[config.mk]
export PLATFORM = sky130hd
export DESIGN_NAME = dctcp_alpha_estimator
export DESIGN_NICKNAME = d
export VERILOG_FILES = /design/src/rtl/dae_pkg.sv /design/src/rtl/dae_div.sv /design/src/rtl/dctcp_alpha_estimator.sv
export SDC_FILE = /design/constraint.sdc
export NUM_CORES = 2
export LEC_CHECK = 0
export BUFFER_PORTS_ARGS = -buffer_cell sky130_fd_sc_hd__clkbuf_2
export CAP_MARGIN = 10
export CELL_PAD_IN_SITES_DETAIL_PLACEMENT = 1
export CELL_PAD_IN_SITES_GLOBAL_PLACEMENT = 1
export CORE_ASPECT_RATIO = 1.75
export CORE_UTILIZATION = 35
export DETAILED_ROUTE_END_ITERATION = 10
export PLACE_DENSITY_LB_ADDON = 0.1
export SYNTH_ARGS = -nofsm -noshare
export SYNTH_HDL_FRONTEND = slang
export SYNTH_SLANG_ARGS = --single-unit
[constraint.sdc]
create_clock -name clock -period 9 [get_ports clock]
set_input_delay 0 -clock clock [delete_from_list [all_inputs] [get_ports clock]]
set_output_delay 0 -clock clock [all_outputs]
set_load 0.02 [all_outputs]
[src/rtl/dae_pkg.sv]
`timescale 1ns / 1ps

package dae_pkg;

   // q16 fixed point
   localparam int unsigned Q16_W = 17;
   localparam logic [16:0] Q16_ONE = 17'd65536;
   localparam logic [17:0] Q17_TWO = 18'd131072;

   // counter and sequence widths
   localparam int unsigned CNT_W = 32;
   localparam int unsigned SEQ_W = 32;
   localparam int unsigned SEG_W = 16;

   // shared multiplier operand and product widths
   localparam int unsigned MUL_A_W = 32;
   localparam int unsigned MUL_B_W = 18;
   localparam int unsigned MUL_P_W = MUL_A_W + MUL_B_W;

   // fraction bits produced by the divider
   localparam int unsigned FRAC_W = 16;
   localparam int unsigned DIV_CNT_W = $clog2(FRAC_W);

   // configuration register file
   localparam int unsigned CSR_IDX_W = 2;
   localparam int unsigned CSR_DATA_W = 17;
   localparam logic [CSR_IDX_W-1:0] CSR_GAIN = 2'd0;
   localparam logic [CSR_IDX_W-1:0] CSR_ALPHA_INIT = 2'd1;
   localparam logic [CSR_IDX_W-1:0] CSR_SEG_SIZE = 2'd2;

   // reset values
   localparam logic [16:0] GAIN_RESET = 17'd4096;
   localparam logic [16:0] ALPHA_RESET = 17'd65536;
   localparam logic [15:0] SEG_SIZE_RESET = 16'd536;

   // input word
   typedef struct packed {
      logic             mode;
      logic [SEG_W-1:0] segments_acked;
      logic             ece_seen;
      logic [SEQ_W-1:0] acked_seq;
      logic [SEQ_W-1:0] next_tx_seq;
      logic [CNT_W-1:0] cwnd_bytes;
   } req_type;

   // result word
   typedef struct packed {
      logic [Q16_W-1:0] alpha_q16;
      logic [CNT_W-1:0] ssthresh_bytes;
      logic             window_done;
      logic [CNT_W-1:0] marked_bytes_out;
      logic [CNT_W-1:0] total_bytes_out;
   } rsp_type;

   // item modes
   localparam logic MODE_ACK = 1'b0;
   localparam logic MODE_QUERY = 1'b1;

   // divider control and status
   typedef struct packed {
      logic             start;
      logic [CNT_W-1:0] marked;
      logic [CNT_W-1:0] total;
   } div_req_type;

   typedef struct packed {
      logic             done;
      logic [Q16_W-1:0] quot;
   } div_sts_type;

endpackage

[src/rtl/dae_div.sv]
`timescale 1ns / 1ps

// marked / total in q16, clamped to one, zero for an empty window
module dae_div import dae_pkg::*; (
   input  logic        clock,
   input  logic        reset,
   input  div_req_type div_req,
   output div_sts_type div_sts
);

   logic                 busy_ff, busy_in;
   logic                 done_ff, done_in;
   logic [DIV_CNT_W-1:0] cnt_ff, cnt_in;
   logic [CNT_W-1:0]     rem_ff, rem_in;
   logic [CNT_W-1:0]     dvsr_ff, dvsr_in;
   logic [Q16_W-1:0]     quot_ff, quot_in;

   logic [CNT_W:0] shifted;
   logic           ge;
   logic [CNT_W:0] diff;

   always_comb begin
      shifted = {rem_ff, 1'b0};
      ge      = shifted >= {1'b0, dvsr_ff};
      diff    = shifted - {1'b0, dvsr_ff};

      busy_in = busy_ff;
      done_in = 1'b0;
      cnt_in  = cnt_ff;
      rem_in  = rem_ff;
      dvsr_in = dvsr_ff;
      quot_in = quot_ff;

      if (div_req.start) begin
         dvsr_in = div_req.total;
         rem_in  = div_req.marked;
         cnt_in  = DIV_CNT_W'(FRAC_W - 1);
         if (div_req.total == '0) begin
            quot_in = '0;
            done_in = 1'b1;
         end else if (div_req.marked >= div_req.total) begin
            quot_in = Q16_ONE;
            done_in = 1'b1;
         end else begin
            quot_in = '0;
            busy_in = 1'b1;
         end
      end else if (busy_ff) begin
         // one restoring step per cycle
         rem_in  = ge ? diff[CNT_W-1:0] : shifted[CNT_W-1:0];
         quot_in = {quot_ff[Q16_W-2:0], ge};
         cnt_in  = cnt_ff - 1'b1;
         if (cnt_ff == '0) begin
            busy_in = 1'b0;
            done_in = 1'b1;
         end
      end
   end

   always_ff @(posedge clock) begin
      if (reset) begin
         busy_ff <= 1'b0;
         done_ff <= 1'b0;
      end else begin
         busy_ff <= busy_in;
         done_ff <= done_in;
      end
      cnt_ff  <= cnt_in;
      rem_ff  <= rem_in;
      dvsr_ff <= dvsr_in;
      quot_ff <= quot_in;
   end

   assign div_sts.done = done_ff;
   assign div_sts.quot = quot_ff;

endmodule

[src/rtl/dctcp_alpha_estimator.sv]
`timescale 1ns / 1ps

// channel | direction | handshake             | word
// req     | in        | req_valid / req_stall | req_type: ack or ssthresh query
// rsp     | out       | rsp_valid / rsp_stall | rsp_type: alpha, ssthresh, window counters
// csr     | in        | csr_we                | csr_index, csr_wdata, no read-back
//
// one word at a time through a shared 32x18 multiplier and a bit-serial divider
// ack that keeps the window open: segment multiply, accumulate, output; query: multiply, scale, output
// ack that closes the window: adds the 16-step fraction divide and the ewma steps
// closing ack with an empty or fully marked window skips the divide steps
// req_stall is high from acceptance until the result is loaded into the rsp register
// the rsp register holds a stalled word, a new word may be accepted meanwhile
module dctcp_alpha_estimator import dae_pkg::*; (
   input  logic                  clock,
   input  logic                  reset,
   input  logic                  req_valid,
   output logic                  req_stall,
   input  req_type               req_data,
   output logic                  rsp_valid,
   input  logic                  rsp_stall,
   output rsp_type               rsp_data,
   input  logic                  csr_we,
   input  logic [CSR_IDX_W-1:0]  csr_index,
   input  logic [CSR_DATA_W-1:0] csr_wdata
);

   // sequencer states
   typedef enum logic [9:0] {
      ST_IDLE = 10'b0000000001,
      ST_SEG  = 10'b0000000010,  // segments times segment size
      ST_ACC  = 10'b0000000100,  // accumulate, window compare
      ST_DIV  = 10'b0000001000,  // wait for the marked fraction
      ST_EW1  = 10'b0000010000,  // (1-g) * alpha
      ST_EW2  = 10'b0000100000,  // g * m
      ST_EW3  = 10'b0001000000,  // sum and shift into alpha
      ST_QRY  = 10'b0010000000,  // cwnd * (2 - alpha)
      ST_QFIN = 10'b0100000000,  // scale query product
      ST_OUT  = 10'b1000000000   // hand the word to the rsp register
   } state_type;

   state_type state_ff, state_in;

   // configuration
   logic [Q16_W-1:0] gain_ff, gain_in;
   logic [SEG_W-1:0] seg_size_ff, seg_size_in;
   logic [Q16_W-1:0] csr_q16;

   // estimator state
   logic [Q16_W-1:0] alpha_ff, alpha_in;
   logic [CNT_W-1:0] marked_ff, marked_in;
   logic [CNT_W-1:0] total_ff, total_in;
   logic [SEQ_W-1:0] win_end_ff, win_end_in;
   logic             armed_ff, armed_in;

   // captured request and working registers
   req_type          req_ff, req_in;
   logic [MUL_P_W-1:0] prod_ff;
   logic [CNT_W:0]   acc_ff, acc_in;
   logic [Q16_W-1:0] m_ff, m_in;

   // staged result fields
   logic [CNT_W-1:0] res_ssth_ff, res_ssth_in;
   logic             res_done_ff, res_done_in;
   logic [CNT_W-1:0] res_marked_ff, res_marked_in;
   logic [CNT_W-1:0] res_total_ff, res_total_in;

   // output register
   logic             rsp_valid_ff, rsp_valid_in;
   rsp_type          rsp_data_ff, rsp_data_in;
   logic             rsp_load;

   // shared multiplier
   logic [MUL_A_W-1:0] mul_a;
   logic [MUL_B_W-1:0] mul_b;

   // accumulate helpers
   logic [CNT_W-1:0] add_bytes;
   logic [CNT_W:0]   tot_sum, mrk_sum;
   logic [CNT_W-1:0] tot_sat, mrk_sat;
   logic [SEQ_W-1:0] cur_end, seq_diff;
   logic             win_close;
   logic [CNT_W:0]   ewma_sum;
   logic [CNT_W:0]   alpha_wide;

   div_req_type div_req;
   div_sts_type div_sts;

   dae_div u_div (
      .clock   (clock),
      .reset   (reset),
      .div_req (div_req),
      .div_sts (div_sts)
   );

   // gain and alpha writes saturate at one
   assign csr_q16 = (csr_wdata > Q16_ONE) ? Q16_ONE : csr_wdata;

   // operand selection for the shared multiplier
   always_comb begin
      mul_a = '0;
      mul_b = '0;
      case (state_ff)
         ST_SEG: begin
            mul_a = MUL_A_W'(req_ff.segments_acked);
            mul_b = MUL_B_W'(seg_size_ff);
         end
         ST_QRY: begin
            mul_a = req_ff.cwnd_bytes;
            mul_b = Q17_TWO - MUL_B_W'(alpha_ff);
         end
         ST_EW1: begin
            mul_a = MUL_A_W'(Q16_ONE - gain_ff);
            mul_b = MUL_B_W'(alpha_ff);
         end
         ST_EW2: begin
            mul_a = MUL_A_W'(gain_ff);
            mul_b = MUL_B_W'(m_ff);
         end
         default: begin
            mul_a = '0;
            mul_b = '0;
         end
      endcase
   end

   // saturating accumulate and wrap-aware window compare
   always_comb begin
      add_bytes = prod_ff[CNT_W-1:0];
      tot_sum   = {1'b0, total_ff} + {1'b0, add_bytes};
      mrk_sum   = {1'b0, marked_ff} + {1'b0, add_bytes};
      tot_sat   = tot_sum[CNT_W] ? '1 : tot_sum[CNT_W-1:0];
      mrk_sat   = req_ff.ece_seen ? (mrk_sum[CNT_W] ? '1 : mrk_sum[CNT_W-1:0]) : marked_ff;
      cur_end   = armed_ff ? win_end_ff : req_ff.next_tx_seq;
      seq_diff  = req_ff.acked_seq - cur_end;
      win_close = !seq_diff[SEQ_W-1];
      // the two ewma terms share the weight 65536, so the sum stays within 33 bits
      ewma_sum   = acc_ff + prod_ff[CNT_W:0];
      alpha_wide = ewma_sum >> FRAC_W;
   end

   assign req_stall = (state_ff != ST_IDLE);
   assign rsp_load  = (state_ff == ST_OUT) && (!rsp_valid_ff || !rsp_stall);

   always_comb begin
      state_in      = state_ff;
      gain_in       = gain_ff;
      seg_size_in   = seg_size_ff;
      alpha_in      = alpha_ff;
      marked_in     = marked_ff;
      total_in      = total_ff;
      win_end_in    = win_end_ff;
      armed_in      = armed_ff;
      req_in        = req_ff;
      acc_in        = acc_ff;
      m_in          = m_ff;
      res_ssth_in   = res_ssth_ff;
      res_done_in   = res_done_ff;
      res_marked_in = res_marked_ff;
      res_total_in  = res_total_ff;
      div_req.start  = 1'b0;
      div_req.marked = mrk_sat;
      div_req.total  = tot_sat;

      // register writes, only while idle: the user must keep to this, the block does not enforce it
      if (csr_we) begin
         case (csr_index)
            CSR_GAIN:       gain_in = csr_q16;
            CSR_ALPHA_INIT: alpha_in = csr_q16;
            CSR_SEG_SIZE:   seg_size_in = csr_wdata[SEG_W-1:0];
            default:        ;
         endcase
      end

      case (state_ff)
         ST_IDLE: begin
            if (req_valid) begin
               req_in        = req_data;
               res_ssth_in   = '0;
               res_done_in   = 1'b0;
               res_marked_in = '0;
               res_total_in  = '0;
               state_in      = (req_data.mode == MODE_QUERY) ? ST_QRY : ST_SEG;
            end
         end
         ST_SEG: state_in = ST_ACC;
         ST_ACC: begin
            armed_in = 1'b1;
            if (win_close) begin
               // hand the window to the divider, then start a fresh one
               div_req.start = 1'b1;
               res_done_in   = 1'b1;
               res_marked_in = mrk_sat;
               res_total_in  = tot_sat;
               marked_in     = '0;
               total_in      = '0;
               win_end_in    = req_ff.next_tx_seq;
               state_in      = ST_DIV;
            end else begin
               marked_in  = mrk_sat;
               total_in   = tot_sat;
               win_end_in = cur_end;
               state_in   = ST_OUT;
            end
         end
         ST_DIV: begin
            if (div_sts.done) begin
               m_in     = div_sts.quot;
               state_in = ST_EW1;
            end
         end
         ST_EW1: state_in = ST_EW2;
         ST_EW2: begin
            acc_in   = prod_ff[CNT_W:0];
            state_in = ST_EW3;
         end
         ST_EW3: begin
            alpha_in = (alpha_wide > CNT_W'(Q16_ONE)) ? Q16_ONE : alpha_wide[Q16_W-1:0];
            state_in = ST_OUT;
         end
         ST_QRY:  state_in = ST_QFIN;
         ST_QFIN: begin
            res_ssth_in = prod_ff[CNT_W+Q16_W-1:Q16_W];
            state_in    = ST_OUT;
         end
         ST_OUT: begin
            if (rsp_load) state_in = ST_IDLE;
         end
         default: state_in = ST_IDLE;
      endcase
   end

   // output register: a stalled word holds, a taken word clears valid
   always_comb begin
      rsp_data_in  = rsp_data_ff;
      rsp_valid_in = rsp_valid_ff && rsp_stall;
      if (rsp_load) begin
         rsp_valid_in                 = 1'b1;
         rsp_data_in.alpha_q16        = alpha_ff;
         rsp_data_in.ssthresh_bytes   = res_ssth_ff;
         rsp_data_in.window_done      = res_done_ff;
         rsp_data_in.marked_bytes_out = res_marked_ff;
         rsp_data_in.total_bytes_out  = res_total_ff;
      end
   end

   always_ff @(posedge clock) begin
      if (reset) begin
         state_ff     <= ST_IDLE;
         gain_ff      <= GAIN_RESET;
         seg_size_ff  <= SEG_SIZE_RESET;
         alpha_ff     <= ALPHA_RESET;
         marked_ff    <= '0;
         total_ff     <= '0;
         armed_ff     <= 1'b0;
         rsp_valid_ff <= 1'b0;
      end else begin
         state_ff     <= state_in;
         gain_ff      <= gain_in;
         seg_size_ff  <= seg_size_in;
         alpha_ff     <= alpha_in;
         marked_ff    <= marked_in;
         total_ff     <= total_in;
         armed_ff     <= armed_in;
         rsp_valid_ff <= rsp_valid_in;
      end
      // window end is only read once armed
      win_end_ff    <= win_end_in;
      req_ff        <= req_in;
      prod_ff       <= mul_a * mul_b;
      acc_ff        <= acc_in;
      m_ff          <= m_in;
      res_ssth_ff   <= res_ssth_in;
      res_done_ff   <= res_done_in;
      res_marked_ff <= res_marked_in;
      res_total_ff  <= res_total_in;
      rsp_data_ff   <= rsp_data_in;
   end

   assign rsp_valid = rsp_valid_ff;
   assign rsp_data  = rsp_data_ff;

endmodule
# After elaboration in Yosys (flattened, before gate mapping)
# Cells that the tools add are included.
dict set report word_totals {
  reg_bits 668
  out_inout_bits 116
  wordCells 136
}
dict set report op_classes {
  add_sub_neg 8
  mul 1
  order_cmp 4
  n_eq_ne 19
  muxes 49
  reduce_logical 23
}
# cell count
set ops {}
lappend ops {{2-to-1 mux 32 bit} 13}
lappend ops {{case mux 32 bit (2 select lines)} 3}
lappend ops {{2-to-1 mux 17 bit} 9}
lappend ops {{case mux 32 bit (4 select lines)} 1}
lappend ops {{case mux 10 bit (9 select lines)} 1}
lappend ops {{case mux 18 bit (4 select lines)} 1}
lappend ops {{adder 32 x 32 -> 33 bit} 2}
lappend ops {{subtractor 32 bit} 2}
lappend ops {{multiplier 32 x 18 -> 49 bit} 1}
lappend ops {{2-to-1 mux 10 bit} 4}
lappend ops {{> comparator 17 bit, second input constant} 2}
lappend ops {{adder 33 bit} 1}
lappend ops {{>= comparator 33 x 32 -> 1 bit} 1}
lappend ops {{>= comparator 32 bit} 1}
lappend ops {{zero test 32 bit} 1}
lappend ops {{subtractor 17 x 17 -> 18 bit, first input constant} 1}
lappend ops {{subtractor 18 x 17 -> 18 bit, first input constant} 1}
lappend ops {{2-to-1 mux 1 bit} 15}
lappend ops {{AND reduction 2 bit} 7}
lappend ops {{== test 10 x 1 -> 1 bit, second input constant} 1}
lappend ops {{== test 10 bit, second input constant} 1}
lappend ops {{== test 10 x 2 -> 1 bit, second input constant} 1}
lappend ops {{== test 10 x 3 -> 1 bit, second input constant} 1}
lappend ops {{== test 10 x 4 -> 1 bit, second input constant} 1}
lappend ops {{other kinds (21)} 32}

# Depth between registers and ports, before layout
dict set report logic_depth {
  word_depth 7
  mapped_depth 35
  ltp_nobuf 34
}

# Cells and area by module
# Synthesis repeated with hierarchy kept, for this count alone.
dict set report unflattened {
  hier_cells 4993
  hier_area_um2 50083.0
}
# module instances cells_per_inst area_per_inst_um2 seq_area_each_um2
set modules_own_cells {}
lappend modules_own_cells {dctcp_alpha_estimator 1 4314 43685.6 15695.1}
lappend modules_own_cells {dae_div 1 679 6397.4 2552.4}

# Least setup slack after synthesis
# Ideal clock, no wire load.
dict set report synth_path {
  kind {reg2reg}
  from {register gain_ff[0]}
  to {register prod_ff[41]}
  arrival_time_ps 8564
  required_time_ps 8905
  path_slack_ps 340
  stages_incl_launch_ff 33
  n_path_buf 0
  synth_period_minus_slack_ps 8660
  cell_sequence {dfxtp_1 -> inv_1 -> ha_1 -> or3b_1 -> or3_1 -> or3_1 -> or3_1 -> or3_1 -> or3_1 -> nor3_2 -> o21ai_1 -> a221oi_4 -> nor2_1 -> fa_1 -> inv_1 -> fa_1 -> fa_1 -> inv_1 -> fa_1 -> fa_1 -> inv_1 -> fa_1 -> inv_1 -> ha_1 -> a21o_1 -> a21oi_1 -> or4_1 -> a21oi_1 -> o21ai_0 -> a31oi_1 -> a21boi_0 -> o31a_1 -> a221oi_1}
}
dict set report synth_via {
  elab_chain_len 3
}
# element line
set synth_lines {}
lappend synth_lines {{start: declaration} dctcp_alpha_estimator.sv:45} ;# logic [Q16_W-1:0] gain_ff, gain_in;
lappend synth_lines {{start signal: assignment} dctcp_alpha_estimator.sv:259} ;# gain_ff <= gain_in;
lappend synth_lines {{subtractor 17 x 17 -> 18 bit} dctcp_alpha_estimator.sv:113} ;# mul_a = MUL_A_W'(Q16_ONE - gain_ff);
lappend synth_lines {{case mux 32 bit (4 select lines) (*)} dctcp_alpha_estimator.sv:103} ;# case (state_ff)
lappend synth_lines {{multiplier 32 x 18 -> 49 bit (*)} dctcp_alpha_estimator.sv:270} ;# prod_ff <= mul_a * mul_b;
lappend synth_lines {{end signal: assignment} dctcp_alpha_estimator.sv:270}
lappend synth_lines {{end: declaration} dctcp_alpha_estimator.sv:58} ;# logic [MUL_P_W-1:0] prod_ff;
# Every way passes the cells marked *; elsewhere a longest branch is shown, timed or not.
# A chain may end at the register's enable or synchronous reset.

# Worst setup path in the final report
dict set report layout_path {
  from {register gain_ff[0]}
  to {register prod_ff[47]}
}
# Same word-level chain as after synthesis.

==> impl_metrics.tcl <==
set metrics [dict create \
    synth_top_cell_area_share_pct 29.10 \
    clock-sinks 668 \
    required_ns 9.57 \
    clockBufferDepth 3 \
    die_w_microns 288.4 \
    final_hold_viol_count 0 \
    area_growth_pct 21.07 \
    crit_path_frequent_cell "fa_1" \
    timing.final.crit_share_pct 101.0 \
    rsz0062_at_grt "true" \
    cts-root-buf "clkbuf_16" \
    path_clk_slew_ns 0.07 \
    netlist_top_cells_area "edfxtp_1 (29%), fa_1 (19%), ha_1 (7.8%)" \
    dp_hpwl_mm 167.3 \
    worst_path_largest_cell_delay_ns 0.54 \
    cts_tree "yes" \
    sw_frac_of_total_pct 25.77 \
    outcome "finished, violations left" \
    dp_slack_ns -0.5108 \
    p_leak_nw 26.58 \
    start_kind "flip-flop" \
    drive_above_1_share_pct 14.57 \
    max_freq_ghz 0.1100 \
    htree_levels 3 \
    syn-num-nets 6049 \
    clockPowerShare_pct 43.8 \
    synth_flop_cell "edfxtp_1" \
    finish.utilization_pct 42.79 \
    intPower_mw 5.526 \
    slew_headroom_pct 3.464 \
    yosysUniqueCellTypes 84 \
    cp_data_arrival_time_ns 9.66 \
    cap_violations 0 \
    overflow 0 \
    antenna_found_initial 6 \
    rows 183 \
    core_sq_um 142200 \
    syn_area_per_cell_sq_um 9.820 \
    num_io_pins 254 \
    path_buf_inv 9 \
    seq_power_share_pct 47.1 \
    start_util_pct 35.34 \
    setup_ws_ns -0.08953 \
    worstSetupPathType "reg2reg" \
    seq_area_sq_um 18250 \
    whs_ns 0.04148 \
    power_frac_comb_pct 9.1 \
    setup_viol 3 \
    ys_async_sr_fraction_pct 0 \
    maxSlewViolCount 0 \
    synth_edf_count 487 \
    num_vias 41348 \
    wire_per_inst_microns 27.27 \
    tightest_slew_ns 1.412 \
    dr.pass1.iters 8 \
    die_h_microns 503.3 \
    syn_inst 5117 \
    power_density_nw_per_um2 122.4 \
    detail_route.vias_per_cell 5.392 \
    drtAntennaViolNets 0 \
    port_buffers 253 \
    grt_usage_pct 29.24 \
    yosysWarnings 0 \
    fillers 16038 \
    switchingPower_mw 1.918 \
    routed_wl_mm 209.1 \
    end_kind "flip-flop" \
    die_area_sq_um 145200 \
    total_power_mw 7.444 \
    vdd_ir_drop_max_uv 147.9 \
    yosysSeqAreaShare_pct 36.31 \
    setup_tns_ns -0.2029 \
    slowest_stage "fa_1" \
    drc 30 \
    grt_pass1_vias 46240 \
    fin_skew_ns 0.04386 \
    cp_max_fo 5 \
    finalCriticalPeriod_ns 9.090 \
    hold_path.class "in2reg" \
    syn_area_sq_um 50250 \
    placed_area_sq_um 55640 \
    final_nets 6688 \
    grt_pass1_wl_mm 302.8 \
    violations "design-rule violations, negative setup slack" \
    drt-initial-drc-count 2110 \
    yosysTopAreaCell "edfxtp_1" \
    fin_cells 7668 \
    dp_cells 7312 \
    grt_max_degree 100 \
    clkLatencyLatePin_ns 0.70 \
    final_area_sq_um 60840 \
    yosys_register_bits 668 \
    cts_buffers 72 \
    gp_congestion 0.9135 \
    cpLargestDelayFamily "adder cells" \
    multi_input_area_sq_um 29180 \
]
-- power groups by stage --
stage | clock network [mW] | registers, mW | logic, mW
after CTS | 3.34 | 3.51 | 0.675
after global placement | 0 | 3.57 | 0.588
after floorplan | 0 | 3.55 | 0.313
after global routing | 3.44 | 3.51 | 0.728
after detailed placement | 0 | 3.57 | 0.600
final | 3.26 | 3.50 | 0.681
-- what timing repair did --
| action | in CTS | in global routing |
|---|---|---|
| hold buffers | 200 | 0 |
| setup endpoints to repair | 12 | 18 |
| gates cloned | 0 | 0 |
| setup buffers | 15 | 7 |
| endpoints found under the hold margin | 222 | 0 |
| gates resized for setup | 56 | 64 |
| pin swaps | 29 | 35 |
-- routing by layer --
layer	global-route usage (%)	up-vias	part of all wire [%]
met5	0	-	0
met4	28.28	0	12
met3	2.853	612	2.8
met2	56.27	1048	55
met1	25.82	21126	31
li1	-	18562	-
-- cell usage in the layout, fill, tap and decap left out, types with 74 or more instances in the layout --
cell,instances
inv_1,674
nand2_1,613
nor2_1,502
edfxtp_1,487
fa_1,473
ha_1,302
a21oi_1,290
buf_4,290
clkbuf_2,252
dlygate4sd3_1,200
dfxtp_1,178
o21ai_0,161
nand3_1,96
xnor2_1,94
and2_1,80
clkbuf_16,74
-- cell type report --
class / instances / share of cell area [%]
Clock inverter: 50 / 1.055
Multi-Input combinational cell: 3550 / 47.96
Timing Repair Buffer: 770 / 9.740
Clock buffer: 82 / 3.126
Antenna cell: 4 / 0.01645
Inverter: 694 / 4.294
Tap cell: 1850 / 3.805
Sequential cell: 668 / 30.00
-- synth_stat cells, types with 41 or more instances --
master,n
xnor2_1,96
o21ai_0,169
ha_1,312
xor2_1,47
a22oi_1,41
and2_1,80
clkbuf_1,186
a21oi_1,307
inv_1,692
nor2_1,510
fa_1,482
a211oi_1,53
a21o_1,73
nor3_1,63
edfxtp_1,487
nand3_1,97
dfxtp_1,181
nand2_1,616
-- path summary, 6_finish.rpt --
path / from / end / slack [ns] / depth (start not counted)
setup / recovery: gain_ff[0]$_SDFFE_PP0P_ / prod_ff[47]$_DFF_P_ / -0.09 / 36
hold / removal: req_data[88] / req_ff[88]$_DFFE_PP_ / 0.04 / 2
setup reg to reg: gain_ff[0]$_SDFFE_PP0P_ / prod_ff[47]$_DFF_P_ / -0.09 / 36
hold reg to reg: res_marked_ff[28]$_SDFFCE_PN0P_ / rsp_data[60]$_DFFE_PP_ / 0.41 / 0
-- registers in the layout, indices dropped and copies added, names as in the netlist, 32 cells and up --
register,count
marked_ff,32
res_total_ff,32
rsp_data,114
res_marked_ff,32
req_ff,113
win_end_ff,32
u_div.dvsr_ff,32
res_ssth_ff,32
acc_ff,33
total_ff,32
u_div.rem_ff,32
prod_ff,49
-- logic make-up after synthesis --
kind of cell	Yosys count	share of synthesized area [%]
buffers and inverters	899	6.728
and+or+nand+nor	1633	14.65
adders and majority gates	794	26.97
xor gates and xnor gates	143	2.492
AOI/OAI and AO/OA	937	11.98
DFF	668	36.31
muxes	43	0.8640
No activity file was read; power rests on OpenSTA's default activity.
